$ cat config.mk
export PLATFORM = sky130hd
export DESIGN_NAME = vector_l2_normalizer_unit
export DESIGN_NICKNAME = d
export VERILOG_FILES = /design/src/hw/rtl/vln_pkg.sv /design/src/hw/rtl/vln_ctrl.sv /design/src/hw/rtl/vln_datapath.sv /design/src/hw/rtl/vector_l2_normalizer_unit.sv
export SDC_FILE = /design/constraint.sdc
export NUM_CORES = 2
export LEC_CHECK = 0
export ABC_AREA = 1
export BUFFER_PORTS_ARGS = -buffer_cell sky130_fd_sc_hd__clkbuf_2
export CORE_MARGIN = 8
export CORE_UTILIZATION = 30
export CTS_CLUSTER_SIZE = 10
export DETAILED_ROUTE_END_ITERATION = 6
export SYNTH_ARGS = -nofsm -noshare
export SYNTH_HDL_FRONTEND = slang
export SYNTH_HIERARCHICAL = 1
export SYNTH_SLANG_ARGS = --single-unit
export TNS_END_PERCENT = 100
$ cat constraint.sdc
create_clock -name clk -period 4.2 [get_ports clk]
set_input_delay 0.84 -clock clk [delete_from_list [all_inputs] [get_ports clk]]
set_output_delay 0.84 -clock clk [all_outputs]
set_load 0.01 [all_outputs]
$ cat src/hw/rtl/vln_pkg.sv
package vln_pkg;

    localparam int MAX_DIM_DEF      = 64;
    localparam int ELEMENT_BITS_DEF = 24;
    localparam int SUM_BITS         = 54;
    localparam int NORM_BITS        = 27;
    localparam int QUO_BITS         = 62;
    localparam int CFG_BITS         = 7;

    localparam logic CFG_IDX_MODE   = 1'b0;
    localparam logic CFG_IDX_LENGTH = 1'b1;

    localparam logic [1:0] MODE_COSINE = 2'd1;

    typedef struct packed {
        logic [ELEMENT_BITS_DEF-1:0] element;
        logic                        end_of_batch;
    } in_item_t;

    typedef struct packed {
        logic [31:0] value;
        logic        last_of_vector;
        logic        batch_done;
        logic        zero_norm;
    } out_item_t;

    typedef enum logic [2:0] {
        ST_IDLE,
        ST_SQRT,
        ST_READ,
        ST_DIV,
        ST_EMIT
    } state_t;

    typedef struct packed {
        logic sqrt_start;
        logic rd_start;
        logic div_start;
        logic emit;
        logic clear;
    } cmd_t;

    typedef struct packed {
        logic sqrt_done;
        logic div_done;
        logic norm_zero;
        logic last_elem;
    } status_t;

endpackage

$ cat src/hw/rtl/vln_ctrl.sv
module vln_ctrl (
    input  logic             clk,
    input  logic             rst_n,
    input  logic             vec_end,
    input  vln_pkg::status_t status,
    output vln_pkg::cmd_t    cmd,
    output logic             busy
);

    vln_pkg::state_t state_reg;
    vln_pkg::state_t state_next;

    always_ff @(posedge clk or negedge rst_n)
    begin
        if (!rst_n)
        begin
            state_reg <= vln_pkg::ST_IDLE;
        end
        else
        begin
            state_reg <= state_next;
        end
    end

    always_comb
    begin
        state_next = state_reg;
        cmd        = '0;
        busy       = 1'b1;
        case (state_reg)
            vln_pkg::ST_IDLE:
            begin
                busy = 1'b0;
                if (vec_end)
                begin
                    cmd.sqrt_start = 1'b1;
                    state_next     = vln_pkg::ST_SQRT;
                end
            end
            vln_pkg::ST_SQRT:
            begin
                if (status.sqrt_done)
                begin
                    cmd.rd_start = 1'b1;
                    state_next   = vln_pkg::ST_READ;
                end
            end
            vln_pkg::ST_READ:
            begin
                // buffer read data lands this cycle
                if (status.norm_zero)
                begin
                    state_next = vln_pkg::ST_EMIT;
                end
                else
                begin
                    cmd.div_start = 1'b1;
                    state_next    = vln_pkg::ST_DIV;
                end
            end
            vln_pkg::ST_DIV:
            begin
                if (status.div_done)
                begin
                    state_next = vln_pkg::ST_EMIT;
                end
            end
            vln_pkg::ST_EMIT:
            begin
                cmd.emit = 1'b1;
                if (status.last_elem)
                begin
                    cmd.clear  = 1'b1;
                    state_next = vln_pkg::ST_IDLE;
                end
                else
                begin
                    cmd.rd_start = 1'b1;
                    state_next   = vln_pkg::ST_READ;
                end
            end
            default:
            begin
                state_next = vln_pkg::ST_IDLE;
            end
        endcase
    end

endmodule

$ cat src/hw/rtl/vln_datapath.sv
module vln_datapath #(
    parameter int MAX_DIM = vln_pkg::MAX_DIM_DEF
) (
    input  logic                                  clk,
    input  logic                                  rst_n,
    input  logic                                  accept,
    input  logic [vln_pkg::ELEMENT_BITS_DEF-1:0]  element,
    input  logic                                  end_of_batch,
    input  logic                                  cfg_write,
    input  logic [1:0]                            mode,
    input  logic [6:0]                            length,
    input  vln_pkg::cmd_t                         cmd,
    output vln_pkg::status_t                      status,
    output logic                                  vec_end,
    output logic                                  res_valid,
    output vln_pkg::out_item_t                    res
);

    localparam int ELEMENT_BITS = vln_pkg::ELEMENT_BITS_DEF;
    localparam int AW = (MAX_DIM > 1) ? $clog2(MAX_DIM) : 1;
    localparam int CW = $clog2(MAX_DIM + 1);
    localparam int SB = vln_pkg::SUM_BITS;
    localparam int NB = vln_pkg::NORM_BITS;
    localparam int QB = vln_pkg::QUO_BITS;
    localparam int DB = ELEMENT_BITS + 30;

    logic signed [ELEMENT_BITS-1:0] buf_mem [MAX_DIM];
    logic [CW-1:0]      count_reg;
    logic [SB-1:0]      sum_reg;
    logic               pend_reg;
    logic [CW-1:0]      eff_len;
    logic               last_in;
    logic [ELEMENT_BITS-1:0] mag_in;
    logic [2*ELEMENT_BITS-1:0] sq_in;
    logic [SB:0]        sum_add;
    logic [SB-1:0]      sum_sat;
    logic [AW-1:0]      wr_idx;

    always_comb
    begin
        if (length == 7'd0)
        begin
            eff_len = CW'(1);
        end
        else if ({25'd0, length} > MAX_DIM)
        begin
            eff_len = CW'(MAX_DIM);
        end
        else
        begin
            eff_len = CW'(length);
        end
    end

    assign last_in = ((32'(count_reg) + 32'd1) >= 32'(eff_len)) || end_of_batch;
    assign mag_in  = element[ELEMENT_BITS-1] ? (~element + 1'b1) : element;
    assign sq_in   = {{ELEMENT_BITS{1'b0}}, mag_in} * {{ELEMENT_BITS{1'b0}}, mag_in};
    assign sum_add = {1'b0, sum_reg} + (SB+1)'(sq_in);
    assign sum_sat = (sum_add[SB] || (2*ELEMENT_BITS > SB && |(sq_in >> SB)))
                     ? {SB{1'b1}} : sum_add[SB-1:0];
    assign wr_idx  = (32'(count_reg) >= MAX_DIM) ? AW'(MAX_DIM - 1) : AW'(count_reg);

    logic cos_mode;
    assign cos_mode = (mode == vln_pkg::MODE_COSINE);
    assign vec_end  = accept && cos_mode && last_in;

    // pass-through result
    logic pt_valid_reg;
    vln_pkg::out_item_t pt_reg;

    always_ff @(posedge clk)
    begin
        if (accept && cos_mode)
        begin
            buf_mem[wr_idx] <= element;
        end
    end

    always_ff @(posedge clk or negedge rst_n)
    begin
        if (!rst_n)
        begin
            count_reg    <= '0;
            sum_reg      <= '0;
            pend_reg     <= 1'b0;
            pt_valid_reg <= 1'b0;
        end
        else
        begin
            pt_valid_reg <= accept && !cos_mode;
            if (cfg_write || cmd.clear)
            begin
                count_reg <= '0;
                sum_reg   <= '0;
                pend_reg  <= 1'b0;
            end
            else if (accept)
            begin
                if (cos_mode)
                begin
                    count_reg <= CW'(wr_idx) + CW'(1);
                    sum_reg   <= sum_sat;
                    if (end_of_batch)
                    begin
                        pend_reg <= 1'b1;
                    end
                end
                else
                begin
                    count_reg <= last_in ? '0 : count_reg + CW'(1);
                end
            end
        end
    end

    always_ff @(posedge clk)
    begin
        if (accept && !cos_mode)
        begin
            pt_reg.value          <= 32'(signed'(element));
            pt_reg.last_of_vector <= last_in;
            pt_reg.batch_done     <= end_of_batch;
            pt_reg.zero_norm      <= 1'b0;
        end
    end

    // bit-pair square root, one result bit a cycle
    logic [SB+1:0]  rem_reg;
    logic [NB-1:0]  root_reg;
    logic [SB-1:0]  rad_reg;
    logic [4:0]     sq_cnt_reg;
    logic           sq_busy_reg;
    logic [SB+1:0]  rem_shift;
    logic [SB+1:0]  trial;

    assign rem_shift = {rem_reg[SB-1:0], rad_reg[SB-1 -: 2]};
    assign trial     = (SB+2)'({root_reg, 2'b01});

    always_ff @(posedge clk or negedge rst_n)
    begin
        if (!rst_n)
        begin
            sq_busy_reg <= 1'b0;
            sq_cnt_reg  <= '0;
        end
        else if (cmd.sqrt_start)
        begin
            sq_busy_reg <= 1'b1;
            sq_cnt_reg  <= 5'(NB - 1);
        end
        else if (sq_busy_reg)
        begin
            sq_cnt_reg <= sq_cnt_reg - 5'd1;
            if (sq_cnt_reg == 5'd0)
            begin
                sq_busy_reg <= 1'b0;
            end
        end
    end

    always_ff @(posedge clk)
    begin
        if (cmd.sqrt_start)
        begin
            // take the sum including the square of the closing element
            rem_reg  <= '0;
            root_reg <= '0;
            rad_reg  <= sum_sat;
        end
        else if (sq_busy_reg)
        begin
            rad_reg <= rad_reg << 2;
            if (rem_shift >= trial)
            begin
                rem_reg  <= rem_shift - trial;
                root_reg <= {root_reg[NB-2:0], 1'b1};
            end
            else
            begin
                rem_reg  <= rem_shift;
                root_reg <= {root_reg[NB-2:0], 1'b0};
            end
        end
    end

    assign status.sqrt_done = sq_busy_reg && (sq_cnt_reg == 5'd0);
    assign status.norm_zero = (root_reg == '0);

    // element read-out
    logic [CW-1:0] rd_cnt_reg;
    logic signed [ELEMENT_BITS-1:0] rd_data_reg;

    always_ff @(posedge clk or negedge rst_n)
    begin
        if (!rst_n)
        begin
            rd_cnt_reg <= '0;
        end
        else if (cmd.sqrt_start)
        begin
            rd_cnt_reg <= '0;
        end
        else if (cmd.rd_start)
        begin
            rd_cnt_reg <= rd_cnt_reg + CW'(1);
        end
    end

    always_ff @(posedge clk)
    begin
        if (cmd.rd_start)
        begin
            rd_data_reg <= buf_mem[rd_cnt_reg[AW-1:0]];
        end
    end

    assign status.last_elem = (rd_cnt_reg == count_reg);

    // restoring divider, one quotient bit a cycle
    logic [QB-1:0] quo_reg;
    logic [NB:0]   drem_reg;
    logic [DB-1:0] dvd_reg;
    logic [5:0]    dv_cnt_reg;
    logic          dv_busy_reg;
    logic          neg_reg;
    logic [NB:0]   drem_shift;

    assign drem_shift = {drem_reg[NB-1:0], dvd_reg[DB-1]};

    always_ff @(posedge clk or negedge rst_n)
    begin
        if (!rst_n)
        begin
            dv_busy_reg <= 1'b0;
            dv_cnt_reg  <= '0;
        end
        else if (cmd.div_start)
        begin
            dv_busy_reg <= 1'b1;
            dv_cnt_reg  <= 6'(DB - 1);
        end
        else if (dv_busy_reg)
        begin
            dv_cnt_reg <= dv_cnt_reg - 6'd1;
            if (dv_cnt_reg == 6'd0)
            begin
                dv_busy_reg <= 1'b0;
            end
        end
    end

    always_ff @(posedge clk)
    begin
        if (cmd.div_start)
        begin
            neg_reg  <= rd_data_reg[ELEMENT_BITS-1];
            dvd_reg  <= {(rd_data_reg[ELEMENT_BITS-1] ? (~rd_data_reg + 1'b1) : rd_data_reg),
                         30'd0};
            drem_reg <= '0;
            quo_reg  <= '0;
        end
        else if (dv_busy_reg)
        begin
            dvd_reg <= dvd_reg << 1;
            if (drem_shift >= {1'b0, root_reg})
            begin
                drem_reg <= drem_shift - {1'b0, root_reg};
                quo_reg  <= {quo_reg[QB-2:0], 1'b1};
            end
            else
            begin
                drem_reg <= drem_shift;
                quo_reg  <= {quo_reg[QB-2:0], 1'b0};
            end
        end
    end

    assign status.div_done = dv_busy_reg && (dv_cnt_reg == 6'd0);

    logic [31:0] sat_val;

    always_comb
    begin
        if (neg_reg)
        begin
            sat_val = (quo_reg > QB'(33'h80000000)) ? 32'h80000000 : (~quo_reg[31:0] + 32'd1);
        end
        else
        begin
            sat_val = (quo_reg > QB'(32'h7FFFFFFF)) ? 32'h7FFFFFFF : quo_reg[31:0];
        end
    end

    always_comb
    begin
        res_valid = pt_valid_reg || cmd.emit;
        res       = pt_reg;
        if (cmd.emit)
        begin
            res.value          = status.norm_zero ? 32'(rd_data_reg) : sat_val;
            res.last_of_vector = status.last_elem;
            res.batch_done     = status.last_elem && pend_reg;
            res.zero_norm      = status.norm_zero;
        end
    end

endmodule

$ cat src/hw/rtl/vector_l2_normalizer_unit.sv
// channel   direction  handshake               payload
// command   in         start & !busy           in_item (element, end_of_batch)
// result    out        done strobe, one cycle  result (value, flags)
// config    in         cfg_we                  cfg_index, cfg_data
// Pass-through modes: result in the cycle after start, a new element every cycle.
// Cosine mode: elements are accepted one per cycle; the last one starts the square
// root, then each element is read back, divided by the root unless it is zero, and emitted.
// busy stays high over the root and the whole burst; rst_n clears control state.
// Results cannot be stalled.
module vector_l2_normalizer_unit #(
    parameter int MAX_DIM = vln_pkg::MAX_DIM_DEF
) (
    input  logic                               clk,
    input  logic                               rst_n,
    input  logic                               start,
    output logic                               busy,
    input  vln_pkg::in_item_t                  in_item,
    output logic                               done,
    output vln_pkg::out_item_t                 result,
    input  logic                               cfg_we,
    input  logic                               cfg_index,
    input  logic [vln_pkg::CFG_BITS-1:0]       cfg_data
);

    logic [1:0]        mode_reg;
    logic [6:0]        length_reg;
    logic              accept;
    logic              vec_end;
    vln_pkg::cmd_t     cmd;
    vln_pkg::status_t  status;

    assign accept = start && !busy;

    always_ff @(posedge clk or negedge rst_n)
    begin
        if (!rst_n)
        begin
            mode_reg   <= '0;
            length_reg <= 7'd64;
        end
        else if (cfg_we)
        begin
            case (cfg_index)
                vln_pkg::CFG_IDX_MODE:   mode_reg   <= cfg_data[1:0];
                vln_pkg::CFG_IDX_LENGTH: length_reg <= cfg_data[6:0];
                default:                 mode_reg   <= mode_reg;
            endcase
        end
    end

    vln_ctrl u_ctrl (
        .clk     (clk),
        .rst_n   (rst_n),
        .vec_end (vec_end),
        .status  (status),
        .cmd     (cmd),
        .busy    (busy)
    );

    vln_datapath #(
        .MAX_DIM      (MAX_DIM)
    ) u_dp (
        .clk          (clk),
        .rst_n        (rst_n),
        .accept       (accept),
        .element      (in_item.element),
        .end_of_batch (in_item.end_of_batch),
        .cfg_write    (cfg_we),
        .mode         (mode_reg),
        .length       (length_reg),
        .cmd          (cmd),
        .status       (status),
        .vec_end      (vec_end),
        .res_valid    (done),
        .res          (result)
    );

`ifndef ASSERT_OFF
    a_clear_on_last: assert property (@(posedge clk) disable iff (!rst_n)
        cmd.clear |-> (cmd.emit && result.last_of_vector))
        else $error("clear without last result");
    a_busy_after_end: assert property (@(posedge clk) disable iff (!rst_n)
        vec_end |=> busy)
        else $error("vector end did not raise busy");
    a_zero_flag: assert property (@(posedge clk) disable iff (!rst_n)
        (done && result.zero_norm) |-> cmd.emit)
        else $error("zero_norm outside cosine burst");
`endif

endmodule
==> flow_summary.toml <==
[outcome]
status = "finished with violations"
violations = "setup timing"

[sta]
setup_viol = 108
post-route-period-util_pct = 173
final-hold-violation-count = 0
worstMarginPinSlew_ps = 1440
fin_crit_ps = 7260
maxSlewViolCount = 0
finClkSkew_ps = 125
rsz0062_at_grt = "yes"
hold_slack_ps = 91.1
fmax_ghz = 0.138
slew_headroom_pct = 4.07
setup_ws_ps = -3060

[clocking]
clkSinkCount = 1930
numCtsBuffers = 223
clk_latency_ps = 890
cts_buffer_depth = 4
cts_tree = "yes"
cts-htree-levels = 4
hold_buffers = 0
cts-root-buf = "clkbuf_16"
clk_pin_slew_worst_paths_ps = 60

[critical_path]
reg2reg_from = "u_dp/sum_reg[11]"
cp.depth = 42
startpoint_type = "input port"
reg2reg_depth = 23
endpoint = "u_dp/rad_reg[41]"
path_buf_inv = 14
slowest_delay_ps = 550
startpoint = "in_item[2]"
crit_top_cell = "fa_1"
crit_family = "adder cells"
cp_slowest_cell = "fa_1"
required_ps = 4760
crit_path_end_kind = "register"
ff2ff_setup_slack_ps = -460
worst_ep_arrival_time_ps = 7830
crit_fanout = 6
criticalPathCategory = "in -> reg"
r2r-end = "u_dp/rad_reg[41]"

[route]
drt_iter0_drc = 8396
vias = 78100
ant_nets = 0
wl_per_cell_um = 20.3
drc_errors = 0
first_pass_iters = 6
vias_per_cell = 4.94
finalWirelength_mm = 321

[die]
chipHeight_um = 604
fp.coreArea_um2 = 345000
initial_core_util_pct = 30.1
die_w_um = 604
die_area_um2 = 365000
rows = 216
ios = 74

[yosys]
synthTopCellsByCount = "nand2_1, edfxtp_1, nor2_1"
synth_top_cell_by_area = "edfxtp_1"
netlist_instances = 10500
synth_top_area_share_pct = 48.2
synth_flop_cell = "edfxtp_1"
avgSynthCellArea_um2 = 9.85
synth-seq-cells = 1930
mappedNetlistArea_um2 = 104000
yosysMostFrequentCell = "nand2_1"
synth-edff-count = 1665
synthTopCellsByArea = "edfxtp_1, fa_1, nand2_1"
ys_seq_area_share_pct = 53.7
ys_types = 64
postSynth.asyncResetShare_pct = 4.92
yosysWarnings = 6

[finish]
drive_gt1_share_pct = 16.3
largest_register_ffs = 1536
instances_no_fill = 15800
syn_to_final_growth_pct = 18.8
layout.nets = 11900
register_area_um2 = 55800
final.fill_count = 34500
multiInputGateArea_um2 = 43200
finalInstanceArea_um2 = 123000

[placement]
place_congestion = 0.928
dpl_cell_area_um2 = 115000
io_buffer_count = 73
dp_cells = 15400
hpwl_mm = 215
pre_cts_ws_ps = -5000

[grt]
grt_pass1_vias = 75000
overflow = 0
grt_max_degree = 164
antenna_found_initial = 10
grt_pass1_wl_mm = 474
track_usage_pct = 16.8

[min_path]
hold_path.class = "in -> async"

[job]
cap_violations = 0
-- worst min path at each step --
| stage | end | cells past startpoint |
|---|---|---|
| 2_1_floorplan | u_dp/quo_reg[61] | 2 |
| 3_3_place_gp | u_dp/quo_reg[61] | 2 |
| 3_5_place_dp | u_dp/quo_reg[61] | 2 |
| 4_1_cts | u_dp/pt_valid_reg | 1 |
| 5_1_grt | u_dp/pt_valid_reg | 1 |
| 6_report | u_dp/sum_reg[48] | 1 |
-- logic make-up after synthesis --
logic type / share of synthesized area [%]
adder cells (fa/ha/maj): 12.2
other: 0.00723
flip-flops: 53.7
AND/OR/NAND/NOR: 16.4
AO/OA/AOI/OAI: 9.46
buffers and inverters: 7.23
XOR/XNOR: 0.978
-- worst reg2reg max path: cells and delay by family, from the launching register on --
family | cells | cell delay [ps]
adder cells (fa/ha/maj) | 5 | 2330
AND/OR/NAND/NOR | 12 | 1080
buffers and inverters | 6 | 570
flip-flops | 1 | 410
-- repair_timing --
item | 4_1_cts | 5_1_grt
resized for setup | 244 | 397
pin swaps | 94 | 108
gates cloned | 4 | 4
setup buffers | 39 | 32
setup endpoints to repair | 109 | 138
-- cell type report --
cell class | instances | share of cell area [%]
clock buffer | 274 | 4.69
clock inverter | 15 | 0.128
timing repair buffer | 848 | 5.88
multi-input combinational | 6741 | 35.0
inverter | 1420 | 4.42
tap | 4578 | 4.64
sequential | 1930 | 45.2
timing repair inverter | 1 | 0.00608
antenna | 2 | 0.00406
-- cells in the final DEF (no fill, tap or decap), types with 224 or more instances in the layout --
| cell type | n |
|---|---|
| o22ai_1 | 320 |
| edfxtp_1 | 1665 |
| nor2_1 | 1250 |
| ha_1 | 224 |
| nand2_1 | 1827 |
| nand3_1 | 406 |
| clkbuf_16 | 226 |
| o21ai_0 | 918 |
| fa_1 | 446 |
| inv_1 | 1276 |
| buf_4 | 687 |
-- through the flow --
step                utilization [%]  setup TNS [ps]
floorplan                         -         -332770
global placement               33.2         -504200
detailed placement             33.2         -502970
CTS                            35.3         -307070
global route                   35.7         -342760
finish                         35.7         -319770
-- per-layer routing --
metal	wire, µm	share of wire [%]	vias to the layer above	GRT usage, %
met5	13	0.0041	-	0
met4	10600	3.3	2	4.95
met3	26400	8.2	568	2.97
met2	145000	45	2860	26.6
met1	139000	43	38300	23.5
li1	-	-	36400	-
Power is left out: the tool's default activity adds up to more than one toggle a clock period on the data nets, which glitch-free logic cannot reach.
